**src/design/hot_key_shard_router_unit_assert.svh**
```systemverilog
// Assertion macros of the hot-key shard router, used by hksr_back.
// Depends on nothing; included by the modules that carry assertions.
`ifndef HOT_KEY_SHARD_ROUTER_UNIT_ASSERT_SVH
`define HOT_KEY_SHARD_ROUTER_UNIT_ASSERT_SVH

// Same-cycle implication, disabled while reset is asserted.
`define HKSR_ASSERT_NOW(label, clk, rst_n, ante, cons) \
    label: assert property (@(posedge clk) disable iff (!rst_n) (ante) |-> (cons)) \
        else $error("hksr: assertion failed");

// Next-cycle implication, disabled while reset is asserted.
`define HKSR_ASSERT_NEXT(label, clk, rst_n, ante, cons) \
    label: assert property (@(posedge clk) disable iff (!rst_n) (ante) |=> (cons)) \
        else $error("hksr: assertion failed");

`endif

```
**src/design/hksr_pkg.sv**
```systemverilog
// Shared types and constants of the hot-key shard router.
// Used by every module of the block; depends on nothing.
`default_nettype none

package hksr_pkg;

    localparam int unsigned COUNT_ENTRIES_DEF = 65536;
    localparam int unsigned HOT_ENTRIES_DEF   = 32;
    localparam int unsigned MIN_HOT_DEF       = 512;

    localparam int unsigned PROBE_DEPTH = 4;
    localparam int unsigned QUEUE_DEPTH = 2;
    localparam int unsigned CNT_W       = 25;
    localparam int unsigned PORT_W      = 9;

    localparam logic [CNT_W-1:0] CNT_MAX = '1;

    localparam logic [PORT_W-1:0] COLD_SHARDS_RST   = 9'd1;
    localparam logic [PORT_W-1:0] MERGE_PORT_RST    = 9'd0;
    localparam logic [CNT_W-1:0]  WARMUP_LENGTH_RST = 25'd131072;
    localparam logic [CNT_W-1:0]  FALLBACK_MAX_RST  = 25'd196608;

    typedef enum logic [1:0] {
        REG_COLD_SHARDS  = 2'd0,
        REG_MERGE_PORT   = 2'd1,
        REG_WARMUP_LEN   = 2'd2,
        REG_FALLBACK_MAX = 2'd3
    } reg_idx_t;

    typedef struct packed {
        logic [PORT_W-1:0] cold_shards;
        logic [PORT_W-1:0] merge_port;
        logic [CNT_W-1:0]  warmup_length;
        logic [CNT_W-1:0]  distinct_limit;
    } cfg_t;

    // One row as it travels from the front part to the back part.
    typedef struct packed {
        logic [31:0]       key_hash;
        logic [63:0]       key_value;
        logic              chunk_start;
        logic [PORT_W-1:0] cold_dest;
    } q_item_t;

endpackage

`default_nettype wire

```
**src/design/hksr_fifo.sv**
```systemverilog
// Short queue between the front and back parts of the router.
// Depends on hksr_pkg for the item type and depth.
`default_nettype none

module hksr_fifo
    import hksr_pkg::*;
(
    input  wire logic    clk,
    input  wire logic    rst_n,
    input  wire logic    push,
    input  wire q_item_t push_item,
    output logic         full,
    input  wire logic    pop,
    output q_item_t      pop_item,
    output logic         empty
);

    localparam int unsigned QAW = $clog2(QUEUE_DEPTH);

    q_item_t          slots_reg [QUEUE_DEPTH];
    logic [QAW-1:0]   rd_ptr_reg;
    logic [QAW-1:0]   wr_ptr_reg;
    logic [QAW:0]     count_reg;

    assign full     = (count_reg == (QAW+1)'(QUEUE_DEPTH));
    assign empty    = (count_reg == '0);
    assign pop_item = slots_reg[rd_ptr_reg];

    function automatic logic [QAW-1:0] ptr_inc(input logic [QAW-1:0] p);
        ptr_inc = (p == QAW'(QUEUE_DEPTH - 1)) ? '0 : p + 1'b1;
    endfunction

    always_ff @(posedge clk or negedge rst_n)
    begin
        if (!rst_n)
        begin
            rd_ptr_reg <= '0;
            wr_ptr_reg <= '0;
            count_reg  <= '0;
        end
        else
        begin
            if (push)
            begin
                wr_ptr_reg <= ptr_inc(wr_ptr_reg);
            end
            if (pop)
            begin
                rd_ptr_reg <= ptr_inc(rd_ptr_reg);
            end
            if (push && !pop)
            begin
                count_reg <= count_reg + 1'b1;
            end
            else if (pop && !push)
            begin
                count_reg <= count_reg - 1'b1;
            end
        end
    end

    always_ff @(posedge clk)
    begin
        if (push)
        begin
            slots_reg[wr_ptr_reg] <= push_item;
        end
    end

endmodule

`default_nettype wire

```
**config.mk**
```make
export PLATFORM = sky130hd
export DESIGN_NAME = hksr_fifo
export DESIGN_NICKNAME = d
export VERILOG_FILES = /design/src/design/hot_key_shard_router_unit_assert.svh /design/src/design/hksr_pkg.sv /design/src/design/hksr_fifo.sv
export SDC_FILE = /design/constraint.sdc
export NUM_CORES = 1
export LEC_CHECK = 0
export ABC_CLOCK_PERIOD_IN_PS = 6600
export BUFFER_PORTS_ARGS = -buffer_cell sky130_fd_sc_hd__buf_2
export CAP_MARGIN = 20
export CORE_ASPECT_RATIO = 1.5
export CORE_UTILIZATION = 54
export CTS_BUF_LIST = sky130_fd_sc_hd__clkbuf_8
export DETAILED_ROUTE_END_ITERATION = 16
export PLACE_DENSITY = 0.93
export SLEW_MARGIN = 15
export SYNTH_ARGS = -nofsm -noshare
export SYNTH_HDL_FRONTEND = slang
export SYNTH_SLANG_ARGS = --single-unit
```
**constraint.sdc**
```tcl
create_clock -name clk -period 6.6 [get_ports clk]
set_input_delay 0.66 -clock clk [delete_from_list [all_inputs] [get_ports clk]]
set_output_delay 0.66 -clock clk [all_outputs]
set_load 0.01 [all_outputs]
```
Word-level counts from Yosys, hierarchy flattened
Memories as Yosys holds them, arrays and structs flattened.
Index checks and enable logic that the tools add are counted.

operators by class
  equal/unequal tests = 1
  add/subtract/negate cells = 4
  multiplexer cells = 6
  reductions and logical operators = 6

operator list
  kind                                               number
  2-to-1 mux 1 bit                                   4
  2-to-1 mux 2 bit                                   2
  adder 1 bit (second input constant)                2
  adder 2 x 1 -> 2 bit (second input constant)       1
  == test 2 bit (second input constant)              1
  logical AND 1 bit                                  2
  logical NOT 1 bit                                  2
  logical NOT 2 bit                                  1
  nonzero test 2 bit                                 1
  subtractor 2 x 1 -> 2 bit (second input constant)  1

storage, ports and cells
  logic and storage cells = 21
  input port bits = 110
  memories = 1
  memory bits (writable) = 212
  flip-flop bits (word level) = 4

memory list
  name       depth  width  read ports  clocked after memory_dff  wr ports  RTL line         RTL
  slots_reg  2      106    1           0                         1         hksr_fifo.sv:20  q_item_t slots_reg [QUEUE_DEPTH];

Depth between registers and ports, before layout
Gate-level depths: netlist (run 1).

  word-level depth = 4
  depth in mapped cells = 5

Worst setup path after synthesis (run 1)
No wires, ideal clock.

  path type = input -> register
  start = input push
  end = memory slots_reg[0][0] in the netlist's numbering, enable pin
  arrival time = 5.268 ns
  buffers on the path = 0
  data required time = 6.015 ns
  path slack = 0.747 ns
  stages = 1
  library setup time = 0.585 ns
  path through = nor2b_1

on the way
  cells in the longest elaborated chain, start to end = 2

ends and longest elaborated chain
  element                                 RTL line         RTL
  from (decl)                             hksr_fifo.sv:10  input wire logic push,
  2-to-1 mux 1 bit                        hksr_fifo.sv:64  if (push)
  2-to-1 mux 1 bit (not written as such)  hksr_fifo.sv:66  slots_reg[wr_ptr_reg] <= push_item;
  to (decl)                               hksr_fifo.sv:20

Every way passes these cells.

==> results.py, run 1 <==
metrics = {
    "outcome": {
        "status": "finished clean",
    },
    "global_route": {
        "grt_max_degree": 74,
        "grtUsageTotal": 0.185,
        "grt_pass1_wl_um": 20900,
        "antenna_found_initial": 1,
        "grt_pass1_vias": 4388,
        "grt-ovfl-total": 0,
    },
    "power": {
        "powerDensity_nw_per_um2": 412,
        "max-vdd-ir-drop_mv": 0.392,
        "internal_power_mw": 2.87,
        "p_leak_nw": 3.81,
        "pwr-share-comb": 0.278,
        "p_clk_frac": 0.232,
        "p_seq_frac": 0.490,
        "swShare": 0.288,
        "p_total_mw": 4.04,
        "power.switching_mw": 1.16,
    },
    "floorplan": {
        "start_util": 0.550,
        "die_area_um2": 15200,
        "core-area_um2": 14500,
        "ios": 218,
        "dieWidth_um": 101,
        "row_count": 54,
        "chipHeight_um": 151,
    },
    "critical_path": {
        "critPathKind": "flop to output pin",
        "rrSetupSlack_ns": 4.10,
        "cp.arrival_ns": 2.86,
        "cp_max_fo": 62,
        "r2r_end": "slots_reg[0][58]$_DFFE_PP_",
        "end_kind": "output pin",
        "r2r_cells": 2,
        "r2r-start": "wr_ptr_reg$_DFFE_PN0P_",
        "crit_required_ns": 5.94,
        "crit_path_start_kind": "flop",
    },
    "layout": {
        "drive_above_1_share": 0.605,
        "n_fill_cell": 1001,
        "final_common_cell": "buf_2",
        "antenna_cells": 0,
        "layout_common_cells": "217 x buf_2, 212 x edfxtp_1, 76 x mux2_2",
        "largest_reg_flops": 212,
        "fin_nets": 698,
        "area_growth_pct": 23.1,
        "final_util": 0.677,
    },
    "sta": {
        "setup_viol": 0,
        "relSlewSlack": 0.342,
        "hold_violations": 0,
        "min_period_ns": 3.52,
        "clock_skew_ns": 0.00660,
        "worst_slew_pin_slew_ns": 0.988,
        "tns_ns": 0,
        "hold_slack_ns": 0.315,
        "max_freq_ghz": 0.284,
        "min_period_over_period": 0.533,
        "slew_viol_final": 0,
        "rsz0062_at_grt": "no",
    },
    "place": {
        "place.gp.congestion": 0.739,
        "dp_hpwl_um": 9810,
        "port_buffers": 217,
    },
    "detailed_routing": {
        "drtAntennaViolNets": 0,
        "avgViaCountPerCell": 5.01,
        "drc": 0,
        "vias": 4035,
        "drt_iter0_markers": 130,
        "wl_um": 14600,
        "wl_per_cell_um": 18.1,
        "first_pass_iters": 4,
    },
    "clock_tree": {
        "clockBufferDepth": 3,
        "htreeDepth": 1,
        "cts_tree": "done",
        "post_cts_resized": 0,
        "numCtsBuffers": 30,
        "ctsRootBufferMaster": "clkbuf_8",
        "cts.sinks": 216,
        "insertion_delay_ns": 0.53,
        "clkTransAtPathRegs_ns": 0.07,
    },
    "hold_path": {
        "hold_end": "slots_reg[0][69]$_DFFE_PP_",
        "hold_path.class": "input pin to flop",
        "hold_start": "push_item[69]",
        "hold_depth": 1,
    },
    "synth": {
        "synth.yosys.warnings": 0,
        "syn_nets": 457,
        "synth_area_per_cell_um2": 23.0,
        "synth_cell_types": 13,
        "ys_seq_area_frac": 0.813,
        "syn_inst": 346,
        "yosys_register_bits": 216,
        "netlist_area_um2": 7950,
    },
    "run": {
        "drv_cap": 0,
    },
}
==> cell usage after synthesis, drive strengths merged <==
master,number,area share
xnor2,1,0.0011
nor2b,2,0.0016
xor2,4,0.0044
buf,12,0.011
nor2,2,0.00094
ha,1,0.0016
dfrtp,4,0.013
and2,1,0.00079
inv,1,0.00047
edfxtp,212,0.80
mux2,106,0.16
==> area by class of cell <==
| class | instances | area [µm²] | share of cell area |
|---|---|---|---|
| Clock buffer | 31 | 427 | 0.0436 |
| Clock inverter | 24 | 126 | 0.0129 |
| Inverter | 1 | 3.75 | 0.000383 |
| Multi-Input combinational cell | 117 | 1400 | 0.143 |
| Sequential cell | 216 | 6470 | 0.661 |
| Tap cell | 196 | 245 | 0.0251 |
| Timing Repair Buffer | 221 | 1120 | 0.114 |
==> stage by stage <==
stage / area, µm² / std cells / setup WS, ns
2_1_floorplan: 7950 / 346 / 0.747
5_1_grt: 9790 / 806 / 2.94
3_3_place_gp: 9230 / 750 / 3.69
3_5_place_dp: 9230 / 750 / 3.65
6_report: 9790 / 806 / 3.08
4_1_cts: 9790 / 806 / 3.06
==> logic make-up (layout without fill, tap and decap cells) <==
logic type | Yosys count | after routing | synth area share
mux | 106 | 106 | 0.164
fa+ha+maj | 1 | 1 | 0.00157
xor+xnor | 5 | 5 | 0.00551
flops | 216 | 216 | 0.813
simple gates | 5 | 5 | 0.00331
buf+inv | 13 | 277 | 0.0120
==> power by group through the flow <==
stage	logic, mW	clock network [mW]	registers, mW
2_1_floorplan	0.830	0	1.93
3_3_place_gp	1.10	0	1.99
3_5_place_dp	1.13	0	2.01
4_1_cts	1.14	0.957	1.98
5_1_grt	1.21	1.01	2.01
6_report	1.12	0.934	1.98
==> routing by layer <==
metal / share of wire / wire [µm] / up-vias / global-route usage
li1: - / - / 1862 / -
met1: 0.33 / 4780 / 1965 / 0.176
met2: 0.57 / 8270 / 169 / 0.354
met3: 0.069 / 1000 / 37 / 0.0501
met4: 0.033 / 483 / 2 / 0.0913
met5: 0.0011 / 16 / - / 0
==> what timing repair did <==
action	in CTS	in global routing
hold buffers	1	0
endpoints found under the hold margin	4	0
buffers inserted	0	0
endpoints found under the setup margin	0	0
==> critical path, stage by stage (launching register included) <==
cell and delay (ns):
dfrtp_4 1.02, buf_4 0.65, mux2_2 0.42, buf_2 0.14
==> worst max-delay path by stage <==
stage / start / to / slack [ns] / cells past startpoint
2_1_floorplan: push / slots_reg[0][0]$_DFFE_PP_ / 0.75 / 1
3_3_place_gp: rd_ptr_reg$_DFFE_PN0P_ / pop_item[4] / 3.69 / 3
3_5_place_dp: rd_ptr_reg$_DFFE_PN0P_ / pop_item[4] / 3.65 / 3
4_1_cts: rd_ptr_reg$_DFFE_PN0P_ / pop_item[88] / 3.06 / 3
5_1_grt: rd_ptr_reg$_DFFE_PN0P_ / pop_item[21] / 2.94 / 3
6_report: rd_ptr_reg$_DFFE_PN0P_ / pop_item[4] / 3.08 / 3
No activity file was read; power rests on OpenSTA's default activity.
==> inputs of run 2 (changes only) <==
- ABC_AREA: default -> 1
- ABC_CLOCK_PERIOD_IN_PS: 6600 -> 3000
- CORE_UTILIZATION: 54 -> 49
- PLACE_DENSITY: 0.93 -> 0.89
- clock period: 6.6 -> 3 ns (I/O delays scaled with it)
==> results.py, run 2 <==
metrics = {
    "synth": {
        "synth.top_cell.area_share": 0.799,
        "yosys_register_bits": 216,
        "synth.yosys.warnings": 0,
        "yosysMostFrequentCell": "edfxtp_1",
        "ys_seq_area_frac": 0.811,
        "synth_area_leaders": "edfxtp_1 80%, mux2_2 11%, mux2_4 5.7%",
        "syn_nets": 466,
        "synth_area_per_cell_um2": 22.5,
        "yosysTopAreaCell": "edfxtp_1",
        "ys_async_sr_fraction": 0.0185,
        "yosys-top-cells-count": "212 x edfxtp_1, 76 x mux2_2, 30 x mux2_4, 7 x buf_2, 7 x inv_1",
        "syn_inst": 355,
        "ys.flop_type": "edfxtp_1",
        "synth_cell_types": 14,
        "netlist_area_um2": 7970,
        "synth-edff-count": 212,
    },
    "layout": {
        "stdcell_area_um2": 10900,
        "layout_common_cells": "217 x buf_2, 212 x edfxtp_1, 109 x dlygate4sd3_1",
        "largest_reg_flops": 212,
        "final_cells": 926,
        "area_growth_pct": 37.1,
        "fin_nets": 817,
        "antenna_cells": 0,
        "drive_above_1_share": 0.510,
        "final_common_cell": "buf_2",
        "final_util": 0.693,
    },
    "floorplan": {
        "start_util": 0.506,
        "core-area_um2": 15800,
        "ios": 218,
        "die_area_um2": 16800,
        "row_count": 56,
        "chipHeight_um": 158,
        "dieWidth_um": 106,
    },
    "power": {
        "internal_power_mw": 6.43,
        "p_total_mw": 9.11,
        "max-vdd-ir-drop_mv": 0.660,
        "swShare": 0.294,
        "power.switching_mw": 2.68,
        "p_leak_nw": 4.32,
        "p_seq_frac": 0.471,
        "p_clk_frac": 0.225,
        "pwr-share-comb": 0.303,
        "powerDensity_nw_per_um2": 834,
    },
    "sta": {
        "min_period_over_period": 0.908,
        "clock_skew_ns": 0.0128,
        "min_period_ns": 2.73,
        "max_freq_ghz": 0.367,
        "worst_slew_pin_slew_ns": 0.721,
        "setup_viol": 0,
        "rsz0062_at_grt": "no",
        "slew_viol_final": 0,
        "hold_slack_ns": 0.132,
        "relSlewSlack": 0.519,
        "hold_violations": 0,
        "setup_slack_ns": 0.275,
        "tns_ns": 0,
    },
    "place": {
        "dpl_worst_slack_ns": 0.824,
        "place.gp.congestion": 0.735,
        "dp_cells": 769,
        "placed_cell_area_um2": 9300,
        "port_buffers": 217,
        "dp_hpwl_um": 10200,
    },
    "detailed_routing": {
        "drc": 0,
        "wl_per_cell_um": 18.9,
        "drtAntennaViolNets": 0,
        "vias": 4567,
        "first_pass_iters": 4,
        "wl_um": 17500,
        "avgViaCountPerCell": 4.93,
        "drt_iter0_markers": 261,
    },
    "global_route": {
        "grt_max_degree": 55,
        "grt-ovfl-total": 0,
        "grt_pass1_wl_um": 26300,
        "antenna_found_initial": 0,
        "grtUsageTotal": 0.208,
        "grt_pass1_vias": 5026,
    },
    "critical_path": {
        "crit_chain": "buf_4 > mux2_2 > buf_2",
        "worst_path_max_delay_cell": "dfrtp_4",
        "critPathMaxStageDelay_ns": 0.80,
        "critPathKind": "flop to output pin",
        "path_buf_inv": 2,
        "crit_family": "flip-flops",
        "cp.arrival_ns": 2.43,
        "cp_max_fo": 34,
        "crit_required_ns": 2.70,
        "end_kind": "output pin",
        "crit_path_start_kind": "flop",
    },
    "clock_tree": {
        "htreeDepth": 1,
        "clkTransAtPathRegs_ns": 0.07,
        "cts.sinks": 216,
        "cts_tree": "done",
        "insertion_delay_ns": 0.53,
        "cts_setup_buffers": 0,
        "numCtsBuffers": 29,
        "ctsRootBufferMaster": "clkbuf_8",
        "clockBufferDepth": 3,
    },
    "outcome": {
        "status": "finished clean",
    },
    "hold_path": {
        "hold_path.class": "input pin to asynchronous set/reset pin",
    },
    "run": {
        "drv_cap": 0,
    },
}
-- run 2: cell types whose count changed after synthesis --
| cell | delta |
|---|---|
| inv_1 | +6 |
| nand2_1 | +5 |
| nor2b_1 | -2 |
| xor2_1 | -2 |
| and2_1 | -1 |
| nand3_1 | +1 |
| nand4_1 | +1 |
| nor2_1 | +1 |
-- run 2: routing by layer --
layer / global-route usage / part of all wire
met1: 0.216 / 0.35
met3: 0.0403 / 0.052
met5: 0 / 0
met4: 0.101 / 0.039
met2: 0.396 / 0.56
-- run 2: path summary, 6_finish.rpt --
path,start,end,slack [ns],cells after the start
worst max register to register,wr_ptr_reg$_DFFE_PN0P_,slots_reg[1][63]$_DFFE_PP_,1.30,3
worst min-delay path,rst_n,count_reg[1]$_DFFE_PN0P_,0.13,2
max in group asynchronous,rst_n,rd_ptr_reg$_DFFE_PN0P_,2.73,2
worst max-delay path,rd_ptr_reg$_DFFE_PN0P_,pop_item[88],0.27,3
min in group clk,push_item[27],slots_reg[0][27]$_DFFE_PP_,0.48,2
worst min register to register,count_reg[1]$_DFFE_PN0P_,count_reg[1]$_DFFE_PN0P_,0.52,2
-- run 2: cell families (layout without fill, tap and decap cells) --
group,Yosys count,in the layout,synth area share
DFF,216,216,0.811
muxes,106,106,0.164
buffers and inverters,19,387,0.0148
and+or+nand+nor,10,10,0.00518
xor gates and xnor gates,3,3,0.00330
adders and majority gates,1,1,0.00157
-- run 2: repair_timing --
action / 4_1_cts / 5_1_grt
hold endpoints to repair: 218 / 0
hold buffers: 109 / 0
gates resized for setup: 0 / 0
-- run 2: final cells by class --
type | count | area [µm²]
Sequential cell | 216 | 6470
Timing Repair Buffer | 332 | 2250
Multi-Input combinational cell | 120 | 1390
Fill cell | 981 | 4840
Inverter | 7 | 28.8
Clock inverter | 13 | 51.3
Tap cell | 203 | 254
Clock buffer | 35 | 482
-- run 2: power by group through the flow --
stage / clock [mW] / sequential, mW / combinational, mW
after CTS: 2.09 / 4.29 / 2.74
after global placement: 0 / 4.30 / 2.54
after global routing: 2.23 / 4.34 / 2.95
after detailed placement: 0 / 4.35 / 2.62
final: 2.05 / 4.29 / 2.76
after floorplan: 0 / 4.20 / 1.83
==> inputs of run 3 (changes only) <==
- ABC_AREA: 1 -> default
==> results.py, run 3 (synthesis results as in run 1) <==
metrics = {
    "outcome": {
        "status": "finished clean",
    },
    "detailed_routing": {
        "first_pass_iters": 4,
        "wl_per_cell_um": 18.4,
        "drt_iter0_markers": 192,
        "avgViaCountPerCell": 4.97,
        "drtAntennaViolNets": 0,
        "drc": 0,
        "vias": 4575,
        "wl_um": 17000,
    },
    "critical_path": {
        "worst_path_max_delay_cell": "dfrtp_4",
        "end_kind": "output pin",
        "crit_chain": "buf_12 > mux2_2 > buf_2",
        "cp.arrival_ns": 2.11,
        "critPathKind": "flop to output pin",
        "critPathMaxStageDelay_ns": 0.42,
        "crit_path_start_kind": "flop",
        "crit_required_ns": 2.70,
        "cp_max_fo": 107,
    },
    "place": {
        "dp_cells": 759,
        "port_buffers": 217,
        "dp_hpwl_um": 9740,
        "place.gp.congestion": 0.696,
    },
    "layout": {
        "final_common_cell": "buf_2",
        "antenna_cells": 0,
        "fin_nets": 807,
        "layout_common_cells": "217 x buf_2, 212 x edfxtp_1, 109 x dlygate4sd3_1",
        "drive_above_1_share": 0.517,
        "largest_reg_flops": 212,
        "register_area_um2": 6470,
        "final_cells": 920,
        "multi_input_area_um2": 1400,
        "area_growth_pct": 37.2,
        "n_fill_cell": 980,
    },
    "clock_tree": {
        "clkTransAtPathRegs_ns": 0.07,
        "insertion_delay_ns": 0.54,
        "cts_tree": "done",
        "htreeDepth": 1,
        "post_cts_resized": 0,
        "cts_setup_buffers": 0,
        "clockBufferDepth": 3,
        "numCtsBuffers": 29,
        "cts.sinks": 216,
        "ctsRootBufferMaster": "clkbuf_8",
    },
    "sta": {
        "tns_ns": 0,
        "setup_viol": 0,
        "slew_viol_final": 0,
        "hold_violations": 0,
        "min_period_over_period": 0.803,
        "rsz0062_at_grt": "no",
        "relSlewSlack": 0.518,
        "clock_skew_ns": 0.0309,
        "worst_slew_pin_slew_ns": 0.723,
        "max_freq_ghz": 0.415,
        "min_period_ns": 2.41,
    },
    "floorplan": {
        "chipHeight_um": 158,
        "dieWidth_um": 106,
        "die_area_um2": 16700,
        "start_util": 0.504,
        "ios": 218,
        "core-area_um2": 15800,
        "row_count": 56,
    },
    "power": {
        "p_leak_nw": 4.29,
        "max-vdd-ir-drop_mv": 0.611,
        "powerDensity_nw_per_um2": 829,
    },
    "global_route": {
        "grt_pass1_vias": 5113,
        "antenna_found_initial": 0,
        "grtUsageTotal": 0.201,
        "grt-ovfl-total": 0,
        "grt_max_degree": 108,
        "grt_pass1_wl_um": 25600,
    },
    "hold_path": {
        "hold_path.class": "input pin to asynchronous set/reset pin",
    },
    "run": {
        "drv_cap": 0,
    },
}
[run 3: layout make-up]
class	count	area share
repair buffers	331	0.207
flip-flops and latches	216	0.593
clock inverters	20	0.00780
clock buffers	32	0.0404
multi-input cells	117	0.128
inverters	1	0.000344
well taps	203	0.0233
[run 3: worst paths after layout]
kind                                          start                          to  slack (ns)  cells past startpoint
setup / recovery             rd_ptr_reg$_DFFE_PN0P_                pop_item[17]        0.59                      3
hold / removal                                rst_n    count_reg[1]$_DFFE_PN0P_        0.12                      2
setup reg to reg             wr_ptr_reg$_DFFE_PN0P_  slots_reg[1][67]$_DFFE_PP_        1.25                      2
hold reg to reg            count_reg[1]$_DFFE_PN0P_    count_reg[1]$_DFFE_PN0P_        0.53                      1
max in group asynchronous                     rst_n      rd_ptr_reg$_DFFE_PN0P_        2.75                      2
min in group clk                      push_item[20]  slots_reg[0][20]$_DFFE_PP_        0.50                      2
[run 3: timing repair]
item,CTS,global route
hold endpoints to repair,218,0
setup endpoints to repair,0,0
hold buffers,109,0
[run 3: per-stage QoR]
stage                     utilization  setup slack (ns)  hold WS [ns]  power (mW)  area, µm²
final                           0.692             0.590         0.120        9.03      10900
after global routing            0.692             0.561         0.106        9.44      10900
after CTS                       0.692             0.619        0.0740        9.07      10900
after detailed placement        0.589              1.20         0.109        6.98       9290
after global placement          0.589              1.21         0.104        6.86       9290
after floorplan                     -             0.580       0.00441        6.01       7960
[run 3: where the power goes]
group,switching (mW),internal [mW]
clock network,1.01,0.980
registers,0.171,4.01
logic,1.47,1.40
total,2.65,6.38
[run 3: per-layer routing]
layer / GRT usage / wire (µm)
met1: 0.199 / 5670
met2: 0.397 / 9720
met3: 0.0403 / 940
met4: 0.0906 / 622
met5: 0 / 0
[run 3: worst max-delay path, delay by kind of cell (launching register included)]
kind	cells	cell delay, ns
buf+inv	2	0.56
flops	1	0.42
mux	1	0.42
