**config.mk**
```make
export PLATFORM = sky130hd
export DESIGN_NAME = hksr_front
export DESIGN_NICKNAME = d
export VERILOG_FILES = /design/src/design/hot_key_shard_router_unit_assert.svh /design/src/design/hksr_pkg.sv /design/src/design/hksr_front.sv
export SDC_FILE = /design/constraint.sdc
export NUM_CORES = 1
export LEC_CHECK = 0
export BUFFER_PORTS_ARGS = -buffer_cell sky130_fd_sc_hd__buf_2
export CAP_MARGIN = 20
export CORE_ASPECT_RATIO = 0.5
export CORE_MARGIN = 2
export CORE_UTILIZATION = 31
export DETAILED_ROUTE_END_ITERATION = 16
export GPL_TIMING_DRIVEN = 0
export RECOVER_POWER = 100
export SLEW_MARGIN = 25
export SYNTH_ARGS = -nofsm -noshare
export SYNTH_HDL_FRONTEND = slang
export SYNTH_SLANG_ARGS = --single-unit
export TNS_END_PERCENT = 10
```
**constraint.sdc**
```tcl
create_clock -name clk -period 8.2 [get_ports clk]
set_input_delay 1.23 -clock clk [delete_from_list [all_inputs] [get_ports clk]]
set_output_delay 1.23 -clock clk [all_outputs]
set_load 0.1 [all_outputs]
```
**src/design/hot_key_shard_router_unit_assert.svh**
```systemverilog
// Assertion macros of the hot-key shard router, used by hksr_back.
// Depends on nothing; included by the modules that carry assertions.
`ifndef HOT_KEY_SHARD_ROUTER_UNIT_ASSERT_SVH
`define HOT_KEY_SHARD_ROUTER_UNIT_ASSERT_SVH

// Same-cycle implication, disabled while reset is asserted.
`define HKSR_ASSERT_NOW(label, clk, rst_n, ante, cons) \
    label: assert property (@(posedge clk) disable iff (!rst_n) (ante) |-> (cons)) \
        else $error("hksr: assertion failed");

// Next-cycle implication, disabled while reset is asserted.
`define HKSR_ASSERT_NEXT(label, clk, rst_n, ante, cons) \
    label: assert property (@(posedge clk) disable iff (!rst_n) (ante) |=> (cons)) \
        else $error("hksr: assertion failed");

`endif

```
**src/design/hksr_pkg.sv**
```systemverilog
// Shared types and constants of the hot-key shard router.
// Used by every module of the block; depends on nothing.
`default_nettype none

package hksr_pkg;

    localparam int unsigned COUNT_ENTRIES_DEF = 65536;
    localparam int unsigned HOT_ENTRIES_DEF   = 32;
    localparam int unsigned MIN_HOT_DEF       = 512;

    localparam int unsigned PROBE_DEPTH = 4;
    localparam int unsigned QUEUE_DEPTH = 2;
    localparam int unsigned CNT_W       = 25;
    localparam int unsigned PORT_W      = 9;

    localparam logic [CNT_W-1:0] CNT_MAX = '1;

    localparam logic [PORT_W-1:0] COLD_SHARDS_RST   = 9'd1;
    localparam logic [PORT_W-1:0] MERGE_PORT_RST    = 9'd0;
    localparam logic [CNT_W-1:0]  WARMUP_LENGTH_RST = 25'd131072;
    localparam logic [CNT_W-1:0]  FALLBACK_MAX_RST  = 25'd196608;

    typedef enum logic [1:0] {
        REG_COLD_SHARDS  = 2'd0,
        REG_MERGE_PORT   = 2'd1,
        REG_WARMUP_LEN   = 2'd2,
        REG_FALLBACK_MAX = 2'd3
    } reg_idx_t;

    typedef struct packed {
        logic [PORT_W-1:0] cold_shards;
        logic [PORT_W-1:0] merge_port;
        logic [CNT_W-1:0]  warmup_length;
        logic [CNT_W-1:0]  distinct_limit;
    } cfg_t;

    // One row as it travels from the front part to the back part.
    typedef struct packed {
        logic [31:0]       key_hash;
        logic [63:0]       key_value;
        logic              chunk_start;
        logic [PORT_W-1:0] cold_dest;
    } q_item_t;

endpackage

`default_nettype wire

```
**src/design/hksr_front.sv**
```systemverilog
// Front part: accepts rows and works out their cold shard.
// Depends on hksr_pkg; feeds hksr_fifo.
`default_nettype none

module hksr_front
    import hksr_pkg::*;
(
    input  wire logic        clk,
    input  wire logic        rst_n,
    input  wire cfg_t        cfg,
    input  wire logic        accept_en,
    input  wire logic        item_valid,
    output logic             item_ready,
    input  wire logic [31:0] key_hash,
    input  wire logic [63:0] key_value,
    input  wire logic        chunk_start,
    output logic             push,
    output q_item_t          push_item,
    input  wire logic        q_full
);

    logic        stage_valid_reg;
    logic [31:0] hash_reg;
    logic [63:0] key_reg;
    logic        start_reg;
    logic [40:0] shard_prod;

    assign item_ready = accept_en && (!stage_valid_reg || !q_full);
    assign push       = stage_valid_reg && !q_full;

    // The cold shard is the top bits of hash * cold_shards.
    assign shard_prod = 41'(hash_reg) * 41'(cfg.cold_shards);

    always_comb
    begin
        push_item.key_hash    = hash_reg;
        push_item.key_value   = key_reg;
        push_item.chunk_start = start_reg;
        push_item.cold_dest   = shard_prod[40:32];
    end

    always_ff @(posedge clk or negedge rst_n)
    begin
        if (!rst_n)
        begin
            stage_valid_reg <= 1'b0;
        end
        else if (item_valid && item_ready)
        begin
            stage_valid_reg <= 1'b1;
        end
        else if (push)
        begin
            stage_valid_reg <= 1'b0;
        end
    end

    always_ff @(posedge clk)
    begin
        if (item_valid && item_ready)
        begin
            hash_reg  <= key_hash;
            key_reg   <= key_value;
            start_reg <= chunk_start;
        end
    end

endmodule

`default_nettype wire

```
# [Word level (Yosys, flattened, before mapping)]
# Index checks and enable logic that the tools add are counted.
[totals] out_inout_bits=108 reg_bits=98 in_bits=170 elab_cells=14
[op_classes] n_reduce_logical=7 n_mux=2 mul=1
[op_table] cell="$mul 32x9->41" n=1
[op_table] cell="$logic_and 1x1->1" n=3
[op_table] cell="$logic_not 1->1" n=2
[op_table] cell="$mux 1" n=2
[op_table] cell="$reduce_bool 2->1" n=1
[op_table] cell="$logic_or 1x1->1" n=1

# [Longest topological paths before layout]
# Gate-level depths: netlist of run 1.
[depth] depth_word=5 depth_mapped=19 ltp_nobuf=17

# [Worst setup path after synthesis of run 1]
# OpenSTA, ideal clock, no wires.
[synth_path] kind="input port to output port" from="input port cfg[59] (netlist name)" to="output port push_item[5] (netlist name)" arrival_time_ps=6936 setup_slack_ps=34 n_path_buf=1 required_ps=6970 cell_stages=17 path_cell_list="clkbuf_1 -> nand2_1 -> fa_1 -> inv_1 -> fa_1 -> fa_1 -> inv_1 -> fa_1 -> inv_1 -> ha_1 -> nand4_1 -> or2_2 -> a2111o_1 -> a311oi_2 -> o31a_2 -> o21ai_2 -> a31oi_1"
[synth_lines] item="from (decl)" line_no="hksr_front.sv:10" source="input wire cfg_t cfg,"
[synth_lines] item="to (decl)" line_no="hksr_front.sv:18" source="output q_item_t push_item,"

==> results of run 1 <==
## repair_timing
item	CTS	global route
pin swaps	0	0
gates resized for setup	16	24
endpoints found under the hold margin	0	0
setup endpoints to repair	5	6
## critical path, cell delays in order
cell and delay (ns):
buf_2 0.16, clkbuf_1 0.48, and2_1 0.23, fa_1 0.43, fa_1 0.48, fa_1 0.50, inv_1 0.05, fa_1 0.47
inv_1 0.04, ha_1 0.31, nand4_1 0.16, or2_2 0.34, a2111o_1 0.34, a311oi_4 0.52, o31a_2 0.27, o21ai_2 0.07
a31oi_1 0.20, buf_2 0.46
## worst paths after layout
check	startpoint	to
worst max-delay path	cfg[67]	push_item[5]
worst min-delay path	stage_valid_reg$_DFFE_PN0P_	stage_valid_reg$_DFFE_PN0P_
worst max register to register	stage_valid_reg$_DFFE_PN0P_	hash_reg[25]$_DFFE_PP_
worst min register to register	stage_valid_reg$_DFFE_PN0P_	stage_valid_reg$_DFFE_PN0P_
max in group asynchronous	rst_n	stage_valid_reg$_DFFE_PN0P_
min in group asynchronous	rst_n	stage_valid_reg$_DFFE_PN0P_
## layer usage
layer	up-vias	part of all wire, %	track usage, %
met5	-	0	0
met4	0	2.0	4.10
met3	42	6.4	4.38
met2	223	48	29.2
met1	4257	44	23.2
li1	3814	-	-
## cells in the final DEF, fill, tap and decap left out, types with 2 or more instances in the layout
cell type,Yosys,final
or4_1,2,2
clkbuf_1,31,115
clkbuf_2,0,28
and2_1,173,171
o21a_1,6,6
o31a_1,2,2
fa_1,210,210
a211oi_1,6,6
or3_1,2,2
nor3_1,6,6
o21ai_0,15,15
nand4_1,7,7
clkbuf_16,0,9
edfxtp_1,97,97
inv_1,241,240
o21bai_1,2,2
nand2_1,137,137
o211ai_1,4,4
clkinv_4,0,2
a21oi_1,29,28
xor2_1,3,3
ha_1,57,57
nand3_1,5,5
buf_2,0,104
and2_0,0,2
nor4_1,3,3
inv_6,0,3
clkbuf_4,0,3
diode_2,0,2
a21o_1,8,8
a2111oi_0,3,3
a31oi_1,2,2
nor2_1,16,16
nor2b_1,3,3
## per-stage QoR
step | cells | utilization (%) | total power (W) | setup slack, ns | hold slack (ns)
2_1_floorplan | 1093 | - | 0.00275 | 0.0344 | 0.442
3_3_place_gp | 1795 | 36.3 | 0.00341 | -0.186 | 0.461
3_5_place_dp | 1796 | 36.4 | 0.00342 | -0.165 | 0.465
4_1_cts | 1812 | 37.3 | 0.00388 | 0.0119 | 0.485
5_1_grt | 1814 | 36.9 | 0.00422 | 0.00928 | 0.559
6_report | 1814 | 36.9 | 0.00388 | 0.210 | 0.480
## cells by family (layout without fill, tap and decap cells)
logic type	Yosys count	in the layout	synth area share (%)
mux	1	1	0.0879
simple gates	361	361	16.5
other cells	0	2	0
fa+ha+maj	267	267	43.2
xor+xnor	4	4	0.308
buf+inv	273	508	9.03
compound gates	89	89	5.15
flops	98	98	25.8
## final cells by class
class	count	area (um^2)	share of cell area (%)
clock buffers	9	225	1.69
diodes	2	5.00	0.0376
clock inverters	7	71.3	0.536
plain buffers	32	159	1.19
repair buffers	219	963	7.24
inverters	241	906	6.81
multi-input cells	722	7440	55.9
well taps	484	606	4.55
flip-flops and latches	98	2940	22.1
## where the power goes
group,switching [W],internal (W)
combinational,0.00198,0.000862
clock,0.000220,0.000216
sequential,0.0000255,0.000580
==> reports/metrics.csv, run 1 <==
stage,metric,value,unit
outcome,outcome,"complete, but fails checks",
outcome,violations,"capacitance limit, slew limit",
yosys,synth_area_leaders,"fa_1 (37%), edfxtp_1 (26%), and2_1 (9.5%)",
final_layout,postLayoutCellArea,0.0133,mm^2
clock_tree,cts_tree,done,
die,die_w,275,um
critical_path,criticalPathCategory,input pin to output pin,
drt,routed_wl,32.7,mm
placed_design,dpl.hpwl,26.2,mm
final_layout,layout.nets,1760,
drt,drc,0,
sta,fin_crit,7.99,ns
clock_tree,clock_sinks,98,
drt,drt_iter0_markers,421,
clock_tree,cts_root_buffer,clkbuf_16,
clock_tree,clockBufferDepth,2,
critical_path,cp_max_fo,10,
placed_design,gp_congestion,0.879,
sta,final_max_slew_viol_count,76,
clock_tree,clkLatencyLatePin,0.36,ns
drt,ant_nets,0,
yosys,synthDominantCellAreaShare,36.9,%
yosys,syn_avg_cell_area,10.4,um^2
yosys,ys_warn_count,0,
grt,grt_max_degree,76,
sta,maxSlewHeadroom,-177,%
die,core,0.0360,mm^2
drt,drt_first_pass_iters,5,
placed_design,port_buffers,218,
die,rows,49,
yosys,synthCells,1093,
final_layout,num-fill-cells,3656,
grt,antenna_found_initial,3,
sta,fmax,0.125,GHz
pwr,p_leak,6.25,nW
die,die_area,0.0384,mm^2
grt,grt_pass1_vias,8912,
sta,hold_violations,0,
min_path,min_path_cells,2,
yosys,synth_edf_count,97,
drt,routed-via-count,8336,
critical_path,cp-start-kind,input pin,
critical_path,r2r_setup_slack,3.32,ns
run,cap_viol_max_count,1,
yosys,ys.flop_type,edfxtp_1,
grt,gr-total-overflow,0,
yosys,synthMostInstantiatedCell,inv_1,
pwr,p_per_area,292,mW/mm^2
sta,tns,0,ns
clock_tree,h-tree-depth,3,
final_layout,area_growth,16.9,%
yosys,synth_nets,1530,
yosys,synthArstFlopShare,1.02,%
yosys,synth_top_area_cell,fa_1,
clock_tree,numCtsBuffers,9,
grt,grt_pass1_wl,51.1,mm
sta,tightest_slew,4.16,ns
critical_path,cp.required,6.97,ns
final_layout,layout-drive-gt1-share,12.0,%
critical_path,critPathCaptureType,output pin,
sta,rsz0062_at_grt,false,
critical_path,cp.arrival,6.76,ns
sta,skew,0.0158,ns
yosys,yosysUniqueCellTypes,49,
pwr,ir_drop,0.000417,V
die,die_height,140,um
sta,fin_crit_sh,97.4,%
yosys,ys_ff_latch,98,
sta,setup_viol,0,
die,io_pins,278,
placed_design,placed_area,0.0131,mm^2
grt,track_usage,17.6,%
final_layout,largest_reg_flops,64,
yosys,synth_common_cells,"inv_1 (241), fa_1 (210), and2_1 (173)",
clock_tree,hold_buffers,0,
clock_tree,post_cts_buffers,0,
min_path,hold_path.class,flip-flop to flip-flop,
clock_tree,clkTransAtPathRegs,0.08,ns
drt,routedWlPerCell,18.0,um
die,start_util,31.6,%
yosys,syn_area,0.0114,mm^2
drt,viasPerCell,4.60,
yosys,ys_seq_area_share,25.8,%
critical_path,rr_worst_depth,5,
Power figures use the tool's default switching activity.
==> inputs of run 2 (changes only) <==
Settings changed: ABC_AREA set to 1, BUFFER_PORTS_ARGS -buffer_cell sky130_fd_sc_hd__buf_2 to -buffer_cell sky130_fd_sc_hd__buf_4, CORE_UTILIZATION 31 to 45, PLACE_DENSITY set to 0.68.
==> reports/metrics.csv, run 2 <==
stage,metric,value,unit,change
pwr,p_per_area,281,mW/mm^2,-3.7%
clock_tree,clock_sinks,98,,unchanged
drt,viasPerCell,4.83,,+5.2%
drt,routedWlPerCell,16.2,um,-10%
clock_tree,clkLatencyLatePin,0.37,ns,about the same
sta,tns,0,ns,unchanged
sta,final_max_slew_viol_count,0,,-100%
yosys,synth_mux_area_share,0,%,-0.088 points
final_layout,layout.nets,2123,,+21%
clock_tree,post_cts_buffers,0,,unchanged
critical_path,cp.required,6.97,ns,about the same
clock_tree,numCtsBuffers,9,,unchanged
grt,grt_pass1_vias,10330,,+16%
yosys,ys_warn_count,0,,unchanged
drt,drc,0,,unchanged
yosys,synth_common_cells,"inv_1 (444), nand2_1 (397), fa_1 (210)",,
pwr,p_leak,7.91,nW,+27%
drt,routed_wl,33.0,mm,+0.94%
yosys,synthSimpleGateAreaFrac,15.9,%,-0.53 points
clock_tree,cts_root_buffer,clkbuf_16,,
die,die_height,120,um,-14%
yosys,synth_edf_count,97,,unchanged
yosys,synthAdderAreaFrac,40.3,%,-2.9 points
final_layout,fin_cells,2043,,+13%
yosys,synth_nets,1887,,+23%
yosys,syn_area,0.0122,mm^2,+7.1%
yosys,ys.flop_type,edfxtp_1,,
yosys,synth_top_area_cell,fa_1,,
yosys,synth_compound_area_share,4.01,%,-1.1 points
grt,track_usage,24.6,%,+7.0 points
placed_design,port_buffers,218,,unchanged
run,cap_viol_max_count,0,,-1
min_path,hold_path.class,flip-flop to flip-flop,,
yosys,synthArstFlopShare,1.02,%,unchanged
critical_path,slowest_stage,clkbuf_1,,
clock_tree,clkTransAtPathRegs,0.07,ns,about the same
grt,gr-total-overflow,0,,unchanged
final_layout,largest_reg_flops,64,,unchanged
yosys,synthDominantCellAreaShare,34.5,%,-2.4 points
die,start_util,46.0,%,+14 points
outcome,outcome,finished clean,,
sta,hold_violations,0,,unchanged
sta,skew,0.0104,ns,-0.00548 ns
critical_path,criticalPathCategory,input pin to output pin,,
die,rows,42,,-14%
drt,routed-via-count,9875,,+18%
sta,maxSlewHeadroom,18.5,%,+200 points
clock_tree,clockBufferDepth,2,,unchanged
grt,grt_max_degree,19,,-75%
critical_path,crit_chain,buf_4 > clkbuf_1 > nand2_1 > fa_1 > fa_1 > inv_1 > fa_1 > inv_1 > fa_1 > inv_1 > ha_1 > nand2_1 > nor2_1 > nand2_1 > nor3_1 > nand3_1 > nand3_1 > nand2_1 > nand2_1 > clkbuf_2,,
min_path,min_path_cells,2,,unchanged
drt,ant_nets,0,,unchanged
clock_tree,hold_buffers,0,,unchanged
yosys,synth-xor-area-share,0.0718,%,-0.24 points
drt,drt_iter0_markers,738,,+75%
die,die_area,0.0285,mm^2,-26%
critical_path,max_stage_delay,0.81,ns,+0.29 ns
pwr,ir_drop,0.000372,V,-11%
clock_tree,h-tree-depth,3,,unchanged
die,io_pins,278,,unchanged
sta,fin_crit,7.66,ns,-0.327 ns
final_layout,mostFrequentLayoutCells,"inv_1 (444), nand2_1 (397), fa_1 (210)",,
final_layout,layout_commonest_cell,inv_1,,
critical_path,rr_worst_depth,8,,+3
sta,rsz0062_at_grt,false,,
grt,grt_pass1_wl,53.2,mm,+4.1%
yosys,synth_top_family_by_area,adder cells,,
die,core,0.0265,mm^2,-26%
critical_path,crit_top_cell,nand2_1,,
drt,drt_first_pass_iters,5,,unchanged
yosys,synthCells,1450,,+33%
grt,antenna_found_initial,0,,-3
critical_path,cp-start-kind,input pin,,
clock_tree,cts_tree,done,,
clock_tree,cts-resized-gates,0,,-16
yosys,syn_avg_cell_area,8.41,um^2,-19%
placed_design,place_inst,2027,,+13%
critical_path,cp.arrival,6.43,ns,-0.33 ns
yosys,yosysUniqueCellTypes,30,,-39%
placed_design,dpl.hpwl,26.9,mm,+2.7%
yosys,ys_seq_area_share,24.1,%,-1.7 points
critical_path,critPathCaptureType,output pin,,
sta,setup_viol,0,,unchanged
die,die_w,237,um,-14%
placed_design,gp_congestion,0.974,,+11%
yosys,ys_ff_latch,98,,unchanged
final_layout,layout-drive-gt1-share,8.34,%,-3.6 points
yosys,synth_area_leaders,"fa_1 (34%), edfxtp_1 (24%), inv_1 (14%)",,
final_layout,antenna_cells,0,,-2
critical_path,cp_max_fo,10,,unchanged
yosys,synthMostInstantiatedCell,inv_1,,
sta,fmax,0.131,GHz,+4.3%
final_layout,area_growth,16.4,%,
sta,tightest_slew,1.23,ns,-2.93 ns
sta,fin_crit_sh,93.4,%,-4.0 points
## run 2: cells by family (layout without fill, tap and decap cells)
group,Yosys count,count (layout)
and+or+nand+nor,492,492
adders and majority gates,267,267
AOI/OAI and AO/OA,88,88
xor gates and xnor gates,1,1
DFF,98,98
buffers and inverters,504,745
## run 2: path summary, 6_finish.rpt
path	startpoint	slack, ns	to
max	cfg[63]	0.54	push_item[7]
min	stage_valid_reg$_DFFE_PN0P_	0.52	stage_valid_reg$_DFFE_PN0P_
max reg2reg	stage_valid_reg$_DFFE_PN0P_	3.54	hash_reg[12]$_DFFE_PP_
min reg2reg	stage_valid_reg$_DFFE_PN0P_	0.52	stage_valid_reg$_DFFE_PN0P_
max in group asynchronous	rst_n	7.47	stage_valid_reg$_DFFE_PN0P_
min in group asynchronous	rst_n	0.65	stage_valid_reg$_DFFE_PN0P_
## run 2: worst max-delay path, delay by kind of cell
family                   cells  cell delay, ns
adder cells (fa/ha/maj)      5            2.36
buffers and inverters        6            1.53
AND/OR/NAND/NOR              9            1.30
## run 2: power by group
group	internal, W	leakage [nW]	switching, W	total (W)
registers	0.000577	0.915	0.00000702	0.000584
clock network	0.000220	0.143	0.000204	0.000424
logic	0.000862	6.85	0.00212	0.00298
## run 2: stage by stage
step	power (W)	worst slack [ns]	instance area [um^2]	utilization (%)	hold WS, ns
3_3_place_gp	0.00359	0.763	14300	53.8	0.504
4_1_cts	0.00404	0.836	14700	55.3	0.526
3_5_place_dp	0.00360	0.837	14400	54.2	0.510
5_1_grt	0.00439	0.296	14200	53.5	0.584
2_1_floorplan	0.00291	1.50	12200	-	0.467
6_report	0.00399	0.537	14200	53.5	0.523
## run 2: area by class of cell
cell class | instances | area [um^2]
sequential | 98 | 2940
clock inverter | 5 | 46.3
tap | 352 | 440
timing repair buffer | 225 | 1270
clock buffer | 11 | 243
buffer | 60 | 234
inverter | 444 | 1670
multi-input combinational | 848 | 7360
fill | 2544 | 12300
## run 2: metal layers
layer	GRT usage (%)	vias to the layer above	wire, um
met5	0	-	0
met4	9.22	0	1110
met3	5.39	58	3060
met2	39.4	370	14800
met1	33.1	4793	14000
li1	-	4654	-
==> inputs of run 3 (changes only) <==
Settings changed: CELL_PAD_IN_SITES_DETAIL_PLACEMENT set to 1, CELL_PAD_IN_SITES_GLOBAL_PLACEMENT set to 1, CORE_UTILIZATION 45 to 42, PLACE_DENSITY 0.68 to unset, PLACE_DENSITY_LB_ADDON set to 0.1.
==> reports/metrics.csv, run 3 (synthesized netlist as in run 2, its figures left out) <==
stage,metric,value,unit,change
run,cap_viol_max_count,0,,unchanged
critical_path,critPathCaptureType,output pin,,
sta,fin_crit,7.78,ns,+0.114 ns
die,die_w,245,um,+3.4%
sta,tightest_slew,1.33,ns,+0.0980 ns
final_layout,layout-drive-gt1-share,8.17,%,-0.17 points
clock_tree,numCtsBuffers,9,,unchanged
drt,drc,0,,unchanged
placed_design,port_buffers,218,,unchanged
grt,grt_pass1_vias,11672,,+13%
sta,final_max_slew_viol_count,0,,unchanged
pwr,ir_drop,0.000457,V,+23%
clock_tree,clockBufferDepth,2,,unchanged
drt,routed_wl,40.1,mm,+21%
final_layout,mostFrequentLayoutCells,"inv_1 (444), nand2_1 (397), fa_1 (210)",,
sta,fmax,0.129,GHz,-1.5%
die,start_util,42.4,%,-3.6 points
pwr,p_leak,7.89,nW,-0.21%
clock_tree,cts-resized-gates,0,,unchanged
die,die_area,0.0305,mm^2,+7.0%
critical_path,cp-start-kind,input pin,,
critical_path,cp.arrival,6.55,ns,+0.12 ns
critical_path,criticalPathCategory,input pin to output pin,,
sta,maxSlewHeadroom,12.0,%,-6.5 points
clock_tree,hold_buffers,0,,unchanged
sta,fin_crit_sh,94.8,%,+1.4 points
critical_path,cp_max_fo,10,,unchanged
drt,routedWlPerCell,19.3,um,+19%
grt,antenna_found_initial,1,,+1
sta,setup_slack,0.424,ns,-0.114 ns
clock_tree,clkLatencyLatePin,0.35,ns,-0.02 ns
final_layout,largest_reg_flops,64,,unchanged
die,rows,44,,+4.8%
placed_design,gp_congestion,0.960,,-1.4%
grt,track_usage,27.6,%,+3.0 points
die,core,0.0288,mm^2,+8.5%
drt,viasPerCell,4.86,,+0.47%
clock_tree,clkTransAtPathRegs,0.07,ns,about the same
sta,skew,0.00722,ns,-0.00314 ns
critical_path,cp.required,6.97,ns,about the same
placed_design,dp_slack,0.673,ns,-0.164 ns
sta,rsz0062_at_grt,false,,
final_layout,layout_commonest_cell,inv_1,,
final_layout,num-fill-cells,3597,,+41%
placed_design,dpl.hpwl,34.1,mm,+27%
grt,grt_pass1_wl,63.8,mm,+20%
clock_tree,clock_sinks,98,,unchanged
drt,routed-via-count,10106,,+2.3%
pwr,p_per_area,300,mW/mm^2,+6.9%
drt,drt_first_pass_iters,4,,-1
drt,drt_iter0_markers,475,,-36%
sta,hold_violations,0,,unchanged
grt,gr-total-overflow,0,,unchanged
clock_tree,cts_tree,done,,
clock_tree,h-tree-depth,3,,unchanged
sta,tns,0,ns,unchanged
final_layout,antenna_cells,0,,unchanged
outcome,outcome,finished clean,,
die,io_pins,278,,unchanged
sta,setup_viol,0,,unchanged
final_layout,area_growth,16.6,%,
final_layout,regArea,0.00294,mm^2,unchanged
final_layout,multiInputGateArea,0.00736,mm^2,unchanged
clock_tree,cts_root_buffer,clkbuf_16,,
clock_tree,post_cts_buffers,0,,unchanged
grt,grt_max_degree,19,,unchanged
final_layout,finish.utilization,49.4,%,-4.1 points
min_path,hold_path.class,flip-flop to flip-flop,,
die,die_height,124,um,+3.4%
final_layout,layout.nets,2122,,-0.047%
drt,ant_nets,0,,unchanged
## run 3: changes by cell type in the layout (fill, tap and decap cells not counted)
cell,delta
clkbuf_4,-2
buf_4,+1
clkinv_1,+2
clkbuf_2,-1
clkbuf_8,-1
clkinvlp_4,+1
clkinv_4,-1
## run 3: path summary, 6_finish.rpt
kind / from / end / slack [ns] / cells past startpoint
min in group asynchronous: rst_n / stage_valid_reg$_DFFE_PN0P_ / 0.65 / 1
worst min register to register: stage_valid_reg$_DFFE_PN0P_ / stage_valid_reg$_DFFE_PN0P_ / 0.52 / 2
worst max-delay path: cfg[61] / push_item[2] / 0.42 / 19
max in group asynchronous: rst_n / stage_valid_reg$_DFFE_PN0P_ / 7.46 / 1
worst min-delay path: stage_valid_reg$_DFFE_PN0P_ / stage_valid_reg$_DFFE_PN0P_ / 0.52 / 2
worst max register to register: stage_valid_reg$_DFFE_PN0P_ / hash_reg[12]$_DFFE_PP_ / 3.86 / 7
## run 3: final cells by class
cell class / count / area share, %
Clock buffer: 9 / 1.58
Timing Repair Buffer: 224 / 8.86
Clock inverter: 7 / 0.369
Multi-Input combinational cell: 848 / 51.7
Buffer: 60 / 1.65
Tap cell: 391 / 3.44
Sequential cell: 98 / 20.7
Inverter: 444 / 11.7
## run 3: metal layers
metal | up-vias | part of all wire, % | global-route usage, %
met2 | 312 | 47 | 46.0
met1 | 5098 | 43 | 35.2
met4 | 2 | 2.1 | 7.46
met3 | 54 | 8.3 | 8.10
li1 | 4640 | - | -
met5 | - | 0.032 | 0
## run 3: per-stage QoR
stage	cell area (um^2)	hold slack [ns]	total power, W	instances
after floorplan	12200	0.467	0.00291	1450
after global placement	14300	0.480	0.00383	2059
after detailed placement	14400	0.506	0.00389	2065
after CTS	14700	0.525	0.00432	2081
after global routing	14200	0.556	0.00464	2081
final	14200	0.519	0.00427	2081
## run 3: power by group
part           switching, W  internal, W  leakage, nW
Clock              0.000201     0.000209        0.133
Combinational       0.00238     0.000895         6.84
Sequential       0.00000701     0.000577        0.915
## run 3: worst max-delay path: stages
cell	delay, ns
buf_4	0.11
clkbuf_1	0.71
nand2_1	0.15
fa_1	0.51
inv_1	0.05
fa_1	0.50
fa_1	0.56
inv_1	0.06
fa_1	0.50
inv_1	0.05
ha_1	0.37
a21oi_1	0.41
o21ai_0	0.26
nand2_1	0.13
a21oi_1	0.07
nor3_1	0.23
nand3_1	0.12
nand2_1	0.08
clkbuf_2	0.45
